===== src/lsb_pixel_embed_extract_defines.svh =====
// Assertion macros for the pixel embed/extract block.
// Each macro takes a label, the clock, the active-low reset, a condition,
// a consequence and a message.
`ifndef LSB_PIXEL_EMBED_EXTRACT_DEFINES_SVH
`define LSB_PIXEL_EMBED_EXTRACT_DEFINES_SVH

`ifndef SYNTHESIS

// Same-cycle implication
`define LPE_ASSERT_IMP(lbl, clk, rst_n, ante, cons, msg) \
    lbl: assert property (@(posedge clk) disable iff (!rst_n) (ante) |-> (cons)) \
        else $error(msg);

// Next-cycle implication
`define LPE_ASSERT_NXT(lbl, clk, rst_n, ante, cons, msg) \
    lbl: assert property (@(posedge clk) disable iff (!rst_n) (ante) |=> (cons)) \
        else $error(msg);

`else

`define LPE_ASSERT_IMP(lbl, clk, rst_n, ante, cons, msg)
`define LPE_ASSERT_NXT(lbl, clk, rst_n, ante, cons, msg)

`endif

`endif


===== src/lpe_pkg.sv =====
package lpe_pkg;

    // Fixed field and register widths
    localparam int CHAN_W     = 8;
    localparam int NIB_W      = 4;
    localparam int IDX_W      = 25;
    localparam int PL_W       = 23;
    localparam int IMG_W      = 25;
    localparam int LEN_W      = 32;
    localparam int CFG_ADDR_W = 2;
    localparam int CFG_DATA_W = 25;

    // Configuration register indexes
    localparam logic [CFG_ADDR_W-1:0] CFG_MODE           = 2'd0;
    localparam logic [CFG_ADDR_W-1:0] CFG_PAYLOAD_LENGTH = 2'd1;
    localparam logic [CFG_ADDR_W-1:0] CFG_IMAGE_PIXELS   = 2'd2;

    // Mode codes
    localparam logic MODE_EMBED   = 1'b0;
    localparam logic MODE_EXTRACT = 1'b1;

    // Image pixel count after reset
    localparam logic [IMG_W-1:0] IMG_RESET = 25'd1;

    // One incoming pixel word
    typedef struct packed {
        logic [CHAN_W-1:0] red;
        logic [CHAN_W-1:0] green;
        logic [CHAN_W-1:0] blue;
        logic [CHAN_W-1:0] alpha;
        logic [CHAN_W-1:0] payload_byte;
    } t_pixel;

    // Configuration as seen by the datapath
    typedef struct packed {
        logic             mode;
        logic [PL_W-1:0]  payload_length;
        logic [IMG_W-1:0] eff_pixels;
        logic             fail;
    } t_cfg;

    // One result word
    typedef struct packed {
        logic [CHAN_W-1:0] red;
        logic [CHAN_W-1:0] green;
        logic [CHAN_W-1:0] blue;
        logic [CHAN_W-1:0] alpha;
        logic [CHAN_W-1:0] out_byte;
        logic              byte_valid;
        logic              byte_last;
        logic              length_ready;
        logic [LEN_W-1:0]  decoded_length;
        logic              status;
    } t_result;

endpackage


===== src/lsb_pixel_embed_extract.sv =====
// Channel  | Direction | Handshake          | Word
// ---------+-----------+--------------------+-----------------------------------------
// pixel in | input     | i_valid / o_stall  | RGBA channels and payload byte
// pixel out| output    | o_valid / i_stall  | RGBA, recovered byte, length and status
// config   | input     | i_cfg_wr_en        | register index and write data
//
// One pixel per clock while the output is not stalled; an accepted pixel goes
// through the input register, then the result register, to reach the output.
// All per-pixel work sits between those two registers; the pixel counter and
// header/payload state advance as a word moves into the result register.
// Synchronous active-low reset clears the pipeline valids, the stream state
// and the configuration registers (embed mode, zero length, one pixel).
// A stall on the output holds the result register; the input register keeps
// taking a word until it is full too, then o_stall rises.
`include "lsb_pixel_embed_extract_defines.svh"

module lsb_pixel_embed_extract #(
    parameter int HEADER_BYTES    = 4,
    parameter int MAX_PIXELS_LOG2 = 24
) (
    input  logic                           i_clk,
    input  logic                           i_rst_n,
    // pixel input channel
    input  logic                           i_valid,
    output logic                           o_stall,
    input  logic [7:0]                     i_red_in,
    input  logic [7:0]                     i_green_in,
    input  logic [7:0]                     i_blue_in,
    input  logic [7:0]                     i_alpha_in,
    input  logic [7:0]                     i_payload_byte,
    // result channel
    output logic                           o_valid,
    input  logic                           i_stall,
    output logic [7:0]                     o_red_out,
    output logic [7:0]                     o_green_out,
    output logic [7:0]                     o_blue_out,
    output logic [7:0]                     o_alpha_out,
    output logic [7:0]                     o_out_byte,
    output logic                           o_byte_valid,
    output logic                           o_byte_last,
    output logic                           o_length_ready,
    output logic [31:0]                    o_decoded_length,
    output logic                           o_status,
    // configuration
    input  logic                           i_cfg_wr_en,
    input  logic [lpe_pkg::CFG_ADDR_W-1:0] i_cfg_addr,
    input  logic [lpe_pkg::CFG_DATA_W-1:0] i_cfg_wr_data
);
    import lpe_pkg::*;

    t_cfg    cfg;
    t_pixel  r_in;
    t_pixel  n_in;
    logic    r_in_valid;
    logic    n_in_valid;
    t_result res;
    t_result r_res;
    logic    r_out_valid;
    logic    n_out_valid;
    logic    advance;
    logic    fire;
    logic    take;

    lpe_cfg_regs #(
        .HEADER_BYTES    (HEADER_BYTES),
        .MAX_PIXELS_LOG2 (MAX_PIXELS_LOG2)
    ) u_cfg (
        .i_clk         (i_clk),
        .i_rst_n       (i_rst_n),
        .i_cfg_wr_en   (i_cfg_wr_en),
        .i_cfg_addr    (i_cfg_addr),
        .i_cfg_wr_data (i_cfg_wr_data),
        .o_cfg         (cfg)
    );

    lpe_engine #(
        .HEADER_BYTES (HEADER_BYTES)
    ) u_engine (
        .i_clk   (i_clk),
        .i_rst_n (i_rst_n),
        .i_fire  (fire),
        .i_pix   (r_in),
        .i_cfg   (cfg),
        .o_res   (res)
    );

    // Pipeline handshake: result register frees when empty or taken
    always_comb begin
        advance = !r_out_valid || !i_stall;
        fire    = r_in_valid && advance;
        o_stall = r_in_valid && !advance;
        take    = i_valid && !o_stall;

        n_in.red          = i_red_in;
        n_in.green        = i_green_in;
        n_in.blue         = i_blue_in;
        n_in.alpha        = i_alpha_in;
        n_in.payload_byte = i_payload_byte;

        n_in_valid  = take || (r_in_valid && !advance);
        n_out_valid = fire || (r_out_valid && i_stall);
    end

    // Valid bits
    always_ff @(posedge i_clk) begin
        if (!i_rst_n) begin
            r_in_valid  <= 1'b0;
            r_out_valid <= 1'b0;
        end else begin
            r_in_valid  <= n_in_valid;
            r_out_valid <= n_out_valid;
        end
    end

    // Capture input word and result word
    always_ff @(posedge i_clk) begin
        if (take) begin
            r_in <= n_in;
        end
        if (fire) begin
            r_res <= res;
        end
    end

    assign o_valid          = r_out_valid;
    assign o_red_out        = r_res.red;
    assign o_green_out      = r_res.green;
    assign o_blue_out       = r_res.blue;
    assign o_alpha_out      = r_res.alpha;
    assign o_out_byte       = r_res.out_byte;
    assign o_byte_valid     = r_res.byte_valid;
    assign o_byte_last      = r_res.byte_last;
    assign o_length_ready   = r_res.length_ready;
    assign o_decoded_length = r_res.decoded_length;
    assign o_status         = r_res.status;

    `LPE_ASSERT_IMP(a_last_has_byte, i_clk, i_rst_n, o_valid && o_byte_last, o_byte_valid, "byte_last without byte_valid")
    `LPE_ASSERT_IMP(a_status_no_extract, i_clk, i_rst_n, o_valid && o_status, !o_byte_valid && !o_length_ready, "status raised on an extract result")
    `LPE_ASSERT_IMP(a_no_stall_when_empty, i_clk, i_rst_n, !o_valid, !o_stall, "input stalled while result register is empty")
    `LPE_ASSERT_NXT(a_take_fills_input, i_clk, i_rst_n, i_valid && !o_stall, r_in_valid, "accepted word not held in input register")

endmodule


===== src/lpe_cfg_regs.sv =====
module lpe_cfg_regs #(
    parameter int HEADER_BYTES    = 4,
    parameter int MAX_PIXELS_LOG2 = 24
) (
    input  logic                           i_clk,
    input  logic                           i_rst_n,
    input  logic                           i_cfg_wr_en,
    input  logic [lpe_pkg::CFG_ADDR_W-1:0] i_cfg_addr,
    input  logic [lpe_pkg::CFG_DATA_W-1:0] i_cfg_wr_data,
    output lpe_pkg::t_cfg                  o_cfg
);
    import lpe_pkg::*;

    localparam logic [31:0]      CAP32   = 32'd1 << MAX_PIXELS_LOG2;
    localparam logic [IMG_W-1:0] CAP     = CAP32[IMG_W-1:0];
    localparam logic [IMG_W-1:0] HDR_LEN = IMG_W'(HEADER_BYTES);

    logic             r_mode;
    logic [PL_W-1:0]  r_payload_length;
    logic [IMG_W-1:0] r_image_pixels;
    logic             n_mode;
    logic [PL_W-1:0]  n_payload_length;
    logic [IMG_W-1:0] n_image_pixels;
    logic [IMG_W-1:0] eff;
    logic [IMG_W-1:0] need;

    // Decode register writes; unknown indexes are dropped
    always_comb begin
        n_mode           = r_mode;
        n_payload_length = r_payload_length;
        n_image_pixels   = r_image_pixels;
        if (i_cfg_wr_en) begin
            case (i_cfg_addr)
                CFG_MODE:           n_mode           = i_cfg_wr_data[0];
                CFG_PAYLOAD_LENGTH: n_payload_length = i_cfg_wr_data[PL_W-1:0];
                CFG_IMAGE_PIXELS:   n_image_pixels   = i_cfg_wr_data[IMG_W-1:0];
                default:            ;
            endcase
        end
    end

    always_ff @(posedge i_clk) begin
        if (!i_rst_n) begin
            r_mode           <= MODE_EMBED;
            r_payload_length <= '0;
            r_image_pixels   <= IMG_RESET;
        end else begin
            r_mode           <= n_mode;
            r_payload_length <= n_payload_length;
            r_image_pixels   <= n_image_pixels;
        end
    end

    // Clamp the pixel count and check that header plus payload fits
    always_comb begin
        if ({7'd0, r_image_pixels} < CAP32) begin
            eff = r_image_pixels;
        end else begin
            eff = CAP;
        end
        need = {2'd0, r_payload_length} + HDR_LEN;
        o_cfg.mode           = r_mode;
        o_cfg.payload_length = r_payload_length;
        o_cfg.eff_pixels     = eff;
        o_cfg.fail           = (need >= (eff >> 1));
    end

endmodule


===== src/lpe_engine.sv =====
module lpe_engine #(
    parameter int HEADER_BYTES = 4
) (
    input  logic             i_clk,
    input  logic             i_rst_n,
    input  logic             i_fire,
    input  lpe_pkg::t_pixel  i_pix,
    input  lpe_pkg::t_cfg    i_cfg,
    output lpe_pkg::t_result o_res
);
    import lpe_pkg::*;

    localparam logic [IDX_W-1:0] HDR_PX   = IDX_W'(2 * HEADER_BYTES);
    localparam logic [IDX_W-1:0] HDR_LAST = IDX_W'(2 * HEADER_BYTES - 1);

    logic [IDX_W-1:0]  r_pixel_index;
    logic [NIB_W-1:0]  r_low_nibble_hold;
    logic [CHAN_W-1:0] r_held_payload_byte;
    logic [LEN_W-1:0]  r_length_acc;
    logic [LEN_W-1:0]  r_bytes_emitted;
    logic [IDX_W-1:0]  n_pixel_index;
    logic [NIB_W-1:0]  n_low_nibble_hold;
    logic [CHAN_W-1:0] n_held_payload_byte;
    logic [LEN_W-1:0]  n_length_acc;
    logic [LEN_W-1:0]  n_bytes_emitted;

    logic              in_img;
    logic              in_hdr;
    logic [IDX_W-1:0]  rel;
    logic              in_pay;
    logic [4:0]        nib_sh;
    logic [LEN_W-1:0]  pl_wide;
    logic [NIB_W-1:0]  tx_nib;
    logic              tx_write;
    logic [NIB_W-1:0]  rx_nib;
    logic [LEN_W-1:0]  be_inc;

    // Position of this pixel within the header or payload stream
    always_comb begin
        in_img  = r_pixel_index < i_cfg.eff_pixels;
        in_hdr  = r_pixel_index < HDR_PX;
        rel     = r_pixel_index - HDR_PX;
        in_pay  = {1'b0, rel} < {2'b00, i_cfg.payload_length, 1'b0};
        nib_sh  = {r_pixel_index[2:0], 2'b00};
        pl_wide = {{(LEN_W-PL_W){1'b0}}, i_cfg.payload_length};
        rx_nib  = {i_pix.alpha[0], i_pix.blue[0], i_pix.green[0], i_pix.red[0]};
        be_inc  = r_bytes_emitted + 32'd1;
    end

    // Per-pixel embed or extract work and state update
    always_comb begin
        n_pixel_index       = r_pixel_index;
        n_low_nibble_hold   = r_low_nibble_hold;
        n_held_payload_byte = r_held_payload_byte;
        n_length_acc        = r_length_acc;
        n_bytes_emitted     = r_bytes_emitted;
        tx_nib              = '0;
        tx_write            = 1'b0;

        o_res.red            = i_pix.red;
        o_res.green          = i_pix.green;
        o_res.blue           = i_pix.blue;
        o_res.alpha          = i_pix.alpha;
        o_res.out_byte       = '0;
        o_res.byte_valid     = 1'b0;
        o_res.byte_last      = 1'b0;
        o_res.length_ready   = 1'b0;
        o_res.decoded_length = '0;
        o_res.status         = 1'b0;

        if (i_cfg.mode == MODE_EMBED) begin
            o_res.status = i_cfg.fail;
            if (!i_cfg.fail && in_img) begin
                if (in_hdr) begin
                    tx_nib   = pl_wide[nib_sh +: NIB_W];
                    tx_write = 1'b1;
                end else if (in_pay) begin
                    if (!rel[0]) begin
                        n_held_payload_byte = i_pix.payload_byte;
                        tx_nib              = i_pix.payload_byte[NIB_W-1:0];
                    end else begin
                        tx_nib = r_held_payload_byte[CHAN_W-1:NIB_W];
                    end
                    tx_write = 1'b1;
                end
            end
            if (tx_write) begin
                o_res.red   = {i_pix.red[CHAN_W-1:1], tx_nib[0]};
                o_res.green = {i_pix.green[CHAN_W-1:1], tx_nib[1]};
                o_res.blue  = {i_pix.blue[CHAN_W-1:1], tx_nib[2]};
                o_res.alpha = {i_pix.alpha[CHAN_W-1:1], tx_nib[3]};
            end
        end else begin
            if (in_img) begin
                if (in_hdr) begin
                    n_length_acc       = r_length_acc | ({28'd0, rx_nib} << nib_sh);
                    o_res.length_ready = (r_pixel_index == HDR_LAST);
                end else if (r_bytes_emitted < r_length_acc) begin
                    if (!rel[0]) begin
                        n_low_nibble_hold = rx_nib;
                    end else begin
                        o_res.out_byte   = {rx_nib, r_low_nibble_hold};
                        o_res.byte_valid = 1'b1;
                        n_bytes_emitted  = be_inc;
                        o_res.byte_last  = (be_inc == r_length_acc);
                    end
                end
            end
            if (r_pixel_index >= HDR_LAST) begin
                o_res.decoded_length = n_length_acc;
            end
        end

        // Saturate the pixel position
        if (r_pixel_index != '1) begin
            n_pixel_index = r_pixel_index + 25'd1;
        end
    end

    always_ff @(posedge i_clk) begin
        if (!i_rst_n) begin
            r_pixel_index       <= '0;
            r_low_nibble_hold   <= '0;
            r_held_payload_byte <= '0;
            r_length_acc        <= '0;
            r_bytes_emitted     <= '0;
        end else if (i_fire) begin
            r_pixel_index       <= n_pixel_index;
            r_low_nibble_hold   <= n_low_nibble_hold;
            r_held_payload_byte <= n_held_payload_byte;
            r_length_acc        <= n_length_acc;
            r_bytes_emitted     <= n_bytes_emitted;
        end
    end

endmodule


===== config.mk =====
export PLATFORM = sky130hd
export DESIGN_NAME = lsb_pixel_embed_extract
export DESIGN_NICKNAME = d
export VERILOG_FILES = /design/src/lpe_pkg.sv /design/src/lsb_pixel_embed_extract.sv /design/src/lpe_cfg_regs.sv /design/src/lpe_engine.sv
export VERILOG_INCLUDE_DIRS = /design/src /design/src/src
export SDC_FILE = /design/constraint.sdc
export NUM_CORES = 1
export LEC_CHECK = 0
export BUFFER_PORTS_ARGS = -buffer_cell sky130_fd_sc_hd__buf_2
export CORE_UTILIZATION = 45
export DETAILED_ROUTE_END_ITERATION = 16
export PLACE_DENSITY = 0.67
export SYNTH_ARGS = -nofsm -noshare
export SYNTH_HDL_FRONTEND = slang
export SYNTH_SLANG_ARGS = --single-unit

===== constraint.sdc =====
create_clock -name i_clk -period 7.3 [get_ports i_clk]
set_clock_uncertainty 0.15 [all_clocks]
set_input_delay 1.46 -clock i_clk [delete_from_list [all_inputs] [get_ports i_clk]]
set_output_delay 1.46 -clock i_clk [all_outputs]
set_load 0.1 [all_outputs]

# Yosys cells after proc, flatten, opt, wreduce, memory -nomap -nowiden

Cells that the tools add are included.

RAM bits: 0
Latch bits: 0
Output and inout bits: 78
Bits in registers: 268
Input port bits: 72
Bits in read-only memories: 0
Memories: 0
Word-level logic and storage cells: 89

Shift-type cells: 2
Bitwise logic cells: 6
Div/mod/pow operators: 0
$mul: 0
$add $sub $neg: 4
Reductions and logical operators: 26
Muxes and demuxes: 14
Magnitude comparators: 7
Equality and inequality tests: 5

Operator list:

| kind                  | number |
|---|---|
| $mux 25               | 3 |
| $mux 32               | 2 |
| $add 32x1->32 const B | 1 |
| $eq 32x32->1          | 1 |
| $lt 32x32->1          | 1 |
| $or 32x32->32         | 1 |
| $shiftx 32x6->4       | 1 |
| $shl 4x5->32          | 1 |
| $add 25x1->25 const B | 1 |
| $eq 25x3->1 const B   | 1 |
| $ge 25x24->1          | 1 |
| $ge 25x3->1 const B   | 1 |
| $lt 25x24->1          | 1 |
| $lt 25x25->1          | 1 |
| $lt 25x25->1 const B  | 1 |
| $lt 25x4->1 const B   | 1 |
| $ne 25x25->1 const B  | 1 |
| $sub 25x4->25 const B | 1 |
| $add 23x3->24 const B | 1 |
| $reduce_and 6->1      | 3 |
| $mux 4                | 4 |
| $reduce_and 2->1      | 6 |
| $logic_and 1x1->1     | 5 |
| $logic_not 1->1       | 5 |
| other kinds (10)      | 19 |

# Logic depth before layout (Yosys ltp)

Word-level depth: 9
Mapped depth: 17
Mapped depth without buffers: 17

# By module

From an unflattened synthesis, not the netlist that was laid out.

Cell total of the unflattened synthesis: 1676
Area, all modules: 15307.2 sq um

By module, submodules not included:

| module                  | instances | cells an instance | sequential area each (sq um) | area each (sq um) |
|---|---|---|---|---|
| lpe_engine              | 1         | 1167              | 1941.9                       | 8794.7 |
| lsb_pixel_embed_extract | 1         | 124               | 3523.4                       | 3567.2 |
| lpe_cfg_regs            | 1         | 385               | 980.9                        | 2945.3 |

# Worst setup path after synthesis

No wires, ideal clock.

Path type: input -> register
Start: input port i_stall
End: register u_engine.r_pixel_index[17]
Stages on the path: 8
Arrival time: 4.644 ns
Buffers on the path: 0
Library setup time: 0.128 ns
Path slack: 2.379 ns
Required time: 7.022 ns
Cells stage by stage: nand2_1 > nand2_1 > inv_1 > o21ai_0 > nor3_1 > and4_1 > xnor2_1 > nor2_1

Longest elaborated chain between the ends: 4

Ends and longest elaborated chain:

| what                       | RTL line                      | text |
|---|---|---|
| start: declaration         | lsb_pixel_embed_extract.sv:33 | `input logic i_stall,` |
| $logic_not 1->1            | lsb_pixel_embed_extract.sv:89 | `advance = !r_out_valid \|\| !i_stall;` |
| $logic_or 1x1->1           | lsb_pixel_embed_extract.sv:89 |  |
| $logic_and 1x1->1          | lsb_pixel_embed_extract.sv:90 | `fire = r_in_valid && advance;` |
| via fire                   | lsb_pixel_embed_extract.sv:61 | `logic fire;` |
| $reduce_and 2->1 (no line) | -                             |  |
| end signal: assignment     | lpe_engine.sv:128             | `r_pixel_index <= n_pixel_index;` |
| end: declaration           | lpe_engine.sv:16              | `logic [IDX_W-1:0] r_pixel_index;` |

The timed path passes the listed nets, and every way through them passes these cells.
A chain may end at the register's enable or synchronous reset.

==> results.json <==
{
  "startpoint_type": "flop",
  "dieArea_sq_um": 31980,
  "antenna_left": 0,
  "cts_resized": 0,
  "drt-total-wl_microns": 37260,
  "htree_levels": 1,
  "timing.final.crit_share": 0.6249,
  "dr_total_vias": 11470,
  "p_leak_nw": 6.036,
  "yosys.area_share.xor_xnor": 0.06536,
  "ioPinCount": 150,
  "syn-num-nets": 1659,
  "syn_to_final_growth_pct": 13.70,
  "max_freq_mhz": 219.2,
  "io_buffers": 149,
  "dr.pass1.iters": 5,
  "rsz0062_at_grt": "false",
  "grt.overflow.total": 0,
  "netlist_instances": 1480,
  "clkSinkCount": 264,
  "synth_area_leaders": "edfxtp_1, dfxtp_1, ha_1",
  "synth_top_area_frac": 0.2476,
  "cts_hold_buf": 0,
  "rows": 64,
  "arrival_ns": 4.70,
  "first_iter_violations": 916,
  "hold_path_class": "reg2reg",
  "yosys_warnings": 0,
  "cts_tree": "yes",
  "post_synth.cell_area_avg_sq_um": 9.507,
  "layout.nets": 1779,
  "crit_fanout": 8,
  "synth-seq-cells": 264,
  "synthAdderAreaFrac": 0.09515,
  "final_cell_area_sq_um": 16000,
  "synthFlopType": "dfxtp_1",
  "path_clk_slew_ns": 0.06,
  "cts_buffer_depth": 3,
  "slew_headroom": 0.2122,
  "synth_area_sq_um": 14070,
  "max_cap_viol_count": 0,
  "grt_pass1_wl_microns": 57860,
  "insertion_delay_ns": 0.57,
  "peakVddDrop_v": 0.0001852,
  "synth_edf_count": 116,
  "drv_slew": 0,
  "outcome": "completed",
  "drt-vias-per-instance": 5.678,
  "core_sq_um": 30670,
  "hold_viol_final": 0,
  "period_needed_ns": 4.562,
  "antenna_found_initial": 1,
  "drc_errors": 0,
  "placed_cell_area_sq_um": 15090,
  "yosys.area_share.simple": 0.2007,
  "seq_area_frac_synth": 0.4582,
  "worst_hold_slack_ns": 0.2632,
  "numCtsBuffers": 29,
  "clockRootBuffer": "clkbuf_16",
  "synth_compound_area_frac": 0.1208,
  "wl_per_cell_microns": 18.45,
  "track_usage": 0.2306,
  "synth_largest_area_cell": "edfxtp_1",
  "p_total_mw": 3.352,
  "place_congestion": 0.9161,
  "tns_ns": 0,
  "powerDensity_nw_per_um2": 209.5,
  "async_reset_ff_frac": 0,
  "fin_util": 0.5216,
  "dieHeight_microns": 178.8,
  "drive_gt1_frac": 0.1386,
  "ys_types": 67,
  "die_w_microns": 178.8,
  "grt_max_degree": 85,
  "end_kind": "flop",
  "worst_pin_slew_ns": 1.179,
  "place_hpwl_microns": 27030,
  "cp.required_ns": 7.44,
  "synth_top_family_by_area": "simple AND/OR/NAND/NOR gates",
  "cts_setup_buffers": 0,
  "initial_utilization": 0.4588,
  "grt_pass1_vias": 10580,
  "crit_type": "reg2reg",
  "setup_viol": 0,
  "synthMuxAreaShare": 0.01930
}
==> power breakdown <==
| group | leakage, nW | internal [mW] | total (mW) | switching [mW] |
|---|---|---|---|---|
| Clock | 0.448 | 0.792 | 1.40 | 0.605 |
| Sequential | 2.31 | 1.59 | 1.61 | 0.0243 |
| Combinational | 3.27 | 0.0756 | 0.342 | 0.266 |
| Total | 6.04 | 2.46 | 3.35 | 0.895 |
==> stage by stage <==
step	worst slack, ns	cells
final	2.738	2020
after global routing	2.443	2019
after CTS	2.779	2019
after detailed placement	2.782	1965
after global placement	2.808	1965
after floorplan	2.379	1480
==> critical path, cell delays in order (launching register included) <==
cell and delay (ns):
dfxtp_1 0.43, ha_1 0.22, nand3_1 0.15, nor3_1 0.41, and3_1 0.27, nand4_1 0.15, nor2_1 0.20, nand3_1 0.12
xnor2_1 0.15, ha_1 0.31, nand3_1 0.14, nor2_1 0.06, a221oi_1 0.26, o211ai_1 0.16, nor3_1 0.52, o211ai_1 0.35
nand2_1 0.14, o21ai_0 0.09
==> Yosys cell counts (7+ instances only) <==
library cell	count
nand3_1	45
a21o_1	10
a21oi_1	114
clkbuf_1	49
xor2_1	37
nor2b_1	10
o21ai_1	14
buf_2	9
inv_1	75
edfxtp_1	116
o41ai_1	7
mux2i_1	17
nand2b_1	15
and2_1	28
dfxtp_1	148
or4_1	28
o22ai_1	29
or3_1	9
ha_1	107
nor3_1	19
o21ai_0	39
nand4_1	27
nand2_1	231
xnor2_1	68
o31ai_1	24
and3_1	19
nor2_1	71
and4_1	8
o311ai_0	7
nor4_1	15
==> area by class of cell <==
class	count	area, sq um
Antenna cell	1	2.502
Clock buffer	38	779.5
Timing Repair Buffer	156	798.3
Fill cell	2834	14670
Multi-Input combinational cell	1074	7063
Sequential cell	264	6446
Tap cell	396	495.5
Inverter	75	285.3
Clock inverter	16	127.6
==> worst paths after layout <==
check                       endpoint                                    from  slack [ns]  cells past startpoint
max          o_blue_out[0]$_DFFE_PP_  u_cfg.r_payload_length[2]$_SDFFE_PN0P_        2.74                     17
min           o_red_out[3]$_DFFE_PP_                      r_in[35]$_DFFE_PP_        0.26                      0
max reg2reg  o_blue_out[0]$_DFFE_PP_  u_cfg.r_payload_length[2]$_SDFFE_PN0P_        2.74                     17
min reg2reg   o_red_out[3]$_DFFE_PP_                      r_in[35]$_DFFE_PP_        0.26                      0
==> cell families (layout without fill, tap and decap cells) <==
| group | Yosys count | count (layout) |
|---|---|---|
| compound gates | 281 | 281 |
| xor+xnor | 105 | 105 |
| fa+ha+maj | 107 | 107 |
| buf+inv | 142 | 285 |
| flops | 264 | 264 |
| mux | 22 | 22 |
| other cells | 0 | 1 |
| simple gates | 559 | 559 |
==> layer usage <==
layer | track usage | wire length, microns
met5 | 0 | 0
met4 | 0.06321 | 938
met3 | 0.03478 | 2670
met2 | 0.3583 | 16320
met1 | 0.3311 | 17330
==> cells in the final DEF, fill, tap and decap left out, types with 8 or more instances in the layout <==
cell	n
inv_1	73
xnor2_1	68
and4_1	8
buf_2	149
nor4_1	15
xor2_1	37
o31ai_1	24
a21o_1	10
and2_1	28
nand4_1	27
and3_1	19
nand2b_1	15
a21oi_1	114
or3_1	9
dfxtp_1	148
o21ai_1	14
nand3_1	45
nor2b_1	9
clkinv_2	8
o21ai_0	39
nand2_1	230
clkbuf_16	29
edfxtp_1	116
or4_1	28
nor3_1	19
nor2_1	71
ha_1	107
o22ai_1	29
mux2i_1	17
==> registers in the layout (all words and copies together) (netlist names) <==
signal                        count
r_in                             40
o_decoded_length                 32
u_engine.r_bytes_emitted         32
u_engine.r_length_acc            32
u_cfg.r_image_pixels             25
u_engine.r_pixel_index           25
u_cfg.r_payload_length           23
o_alpha_out                       8
o_blue_out                        8
o_green_out                       8
o_out_byte                        8
o_red_out                         8
u_engine.r_held_payload_byte      4
u_engine.r_low_nibble_hold        4
o_byte_last                       1
o_byte_valid                      1
o_length_ready                    1
o_status                          1
o_valid                           1
r_in_valid                        1
u_cfg.r_mode                      1
No activity file was read; power rests on OpenSTA's default activity.
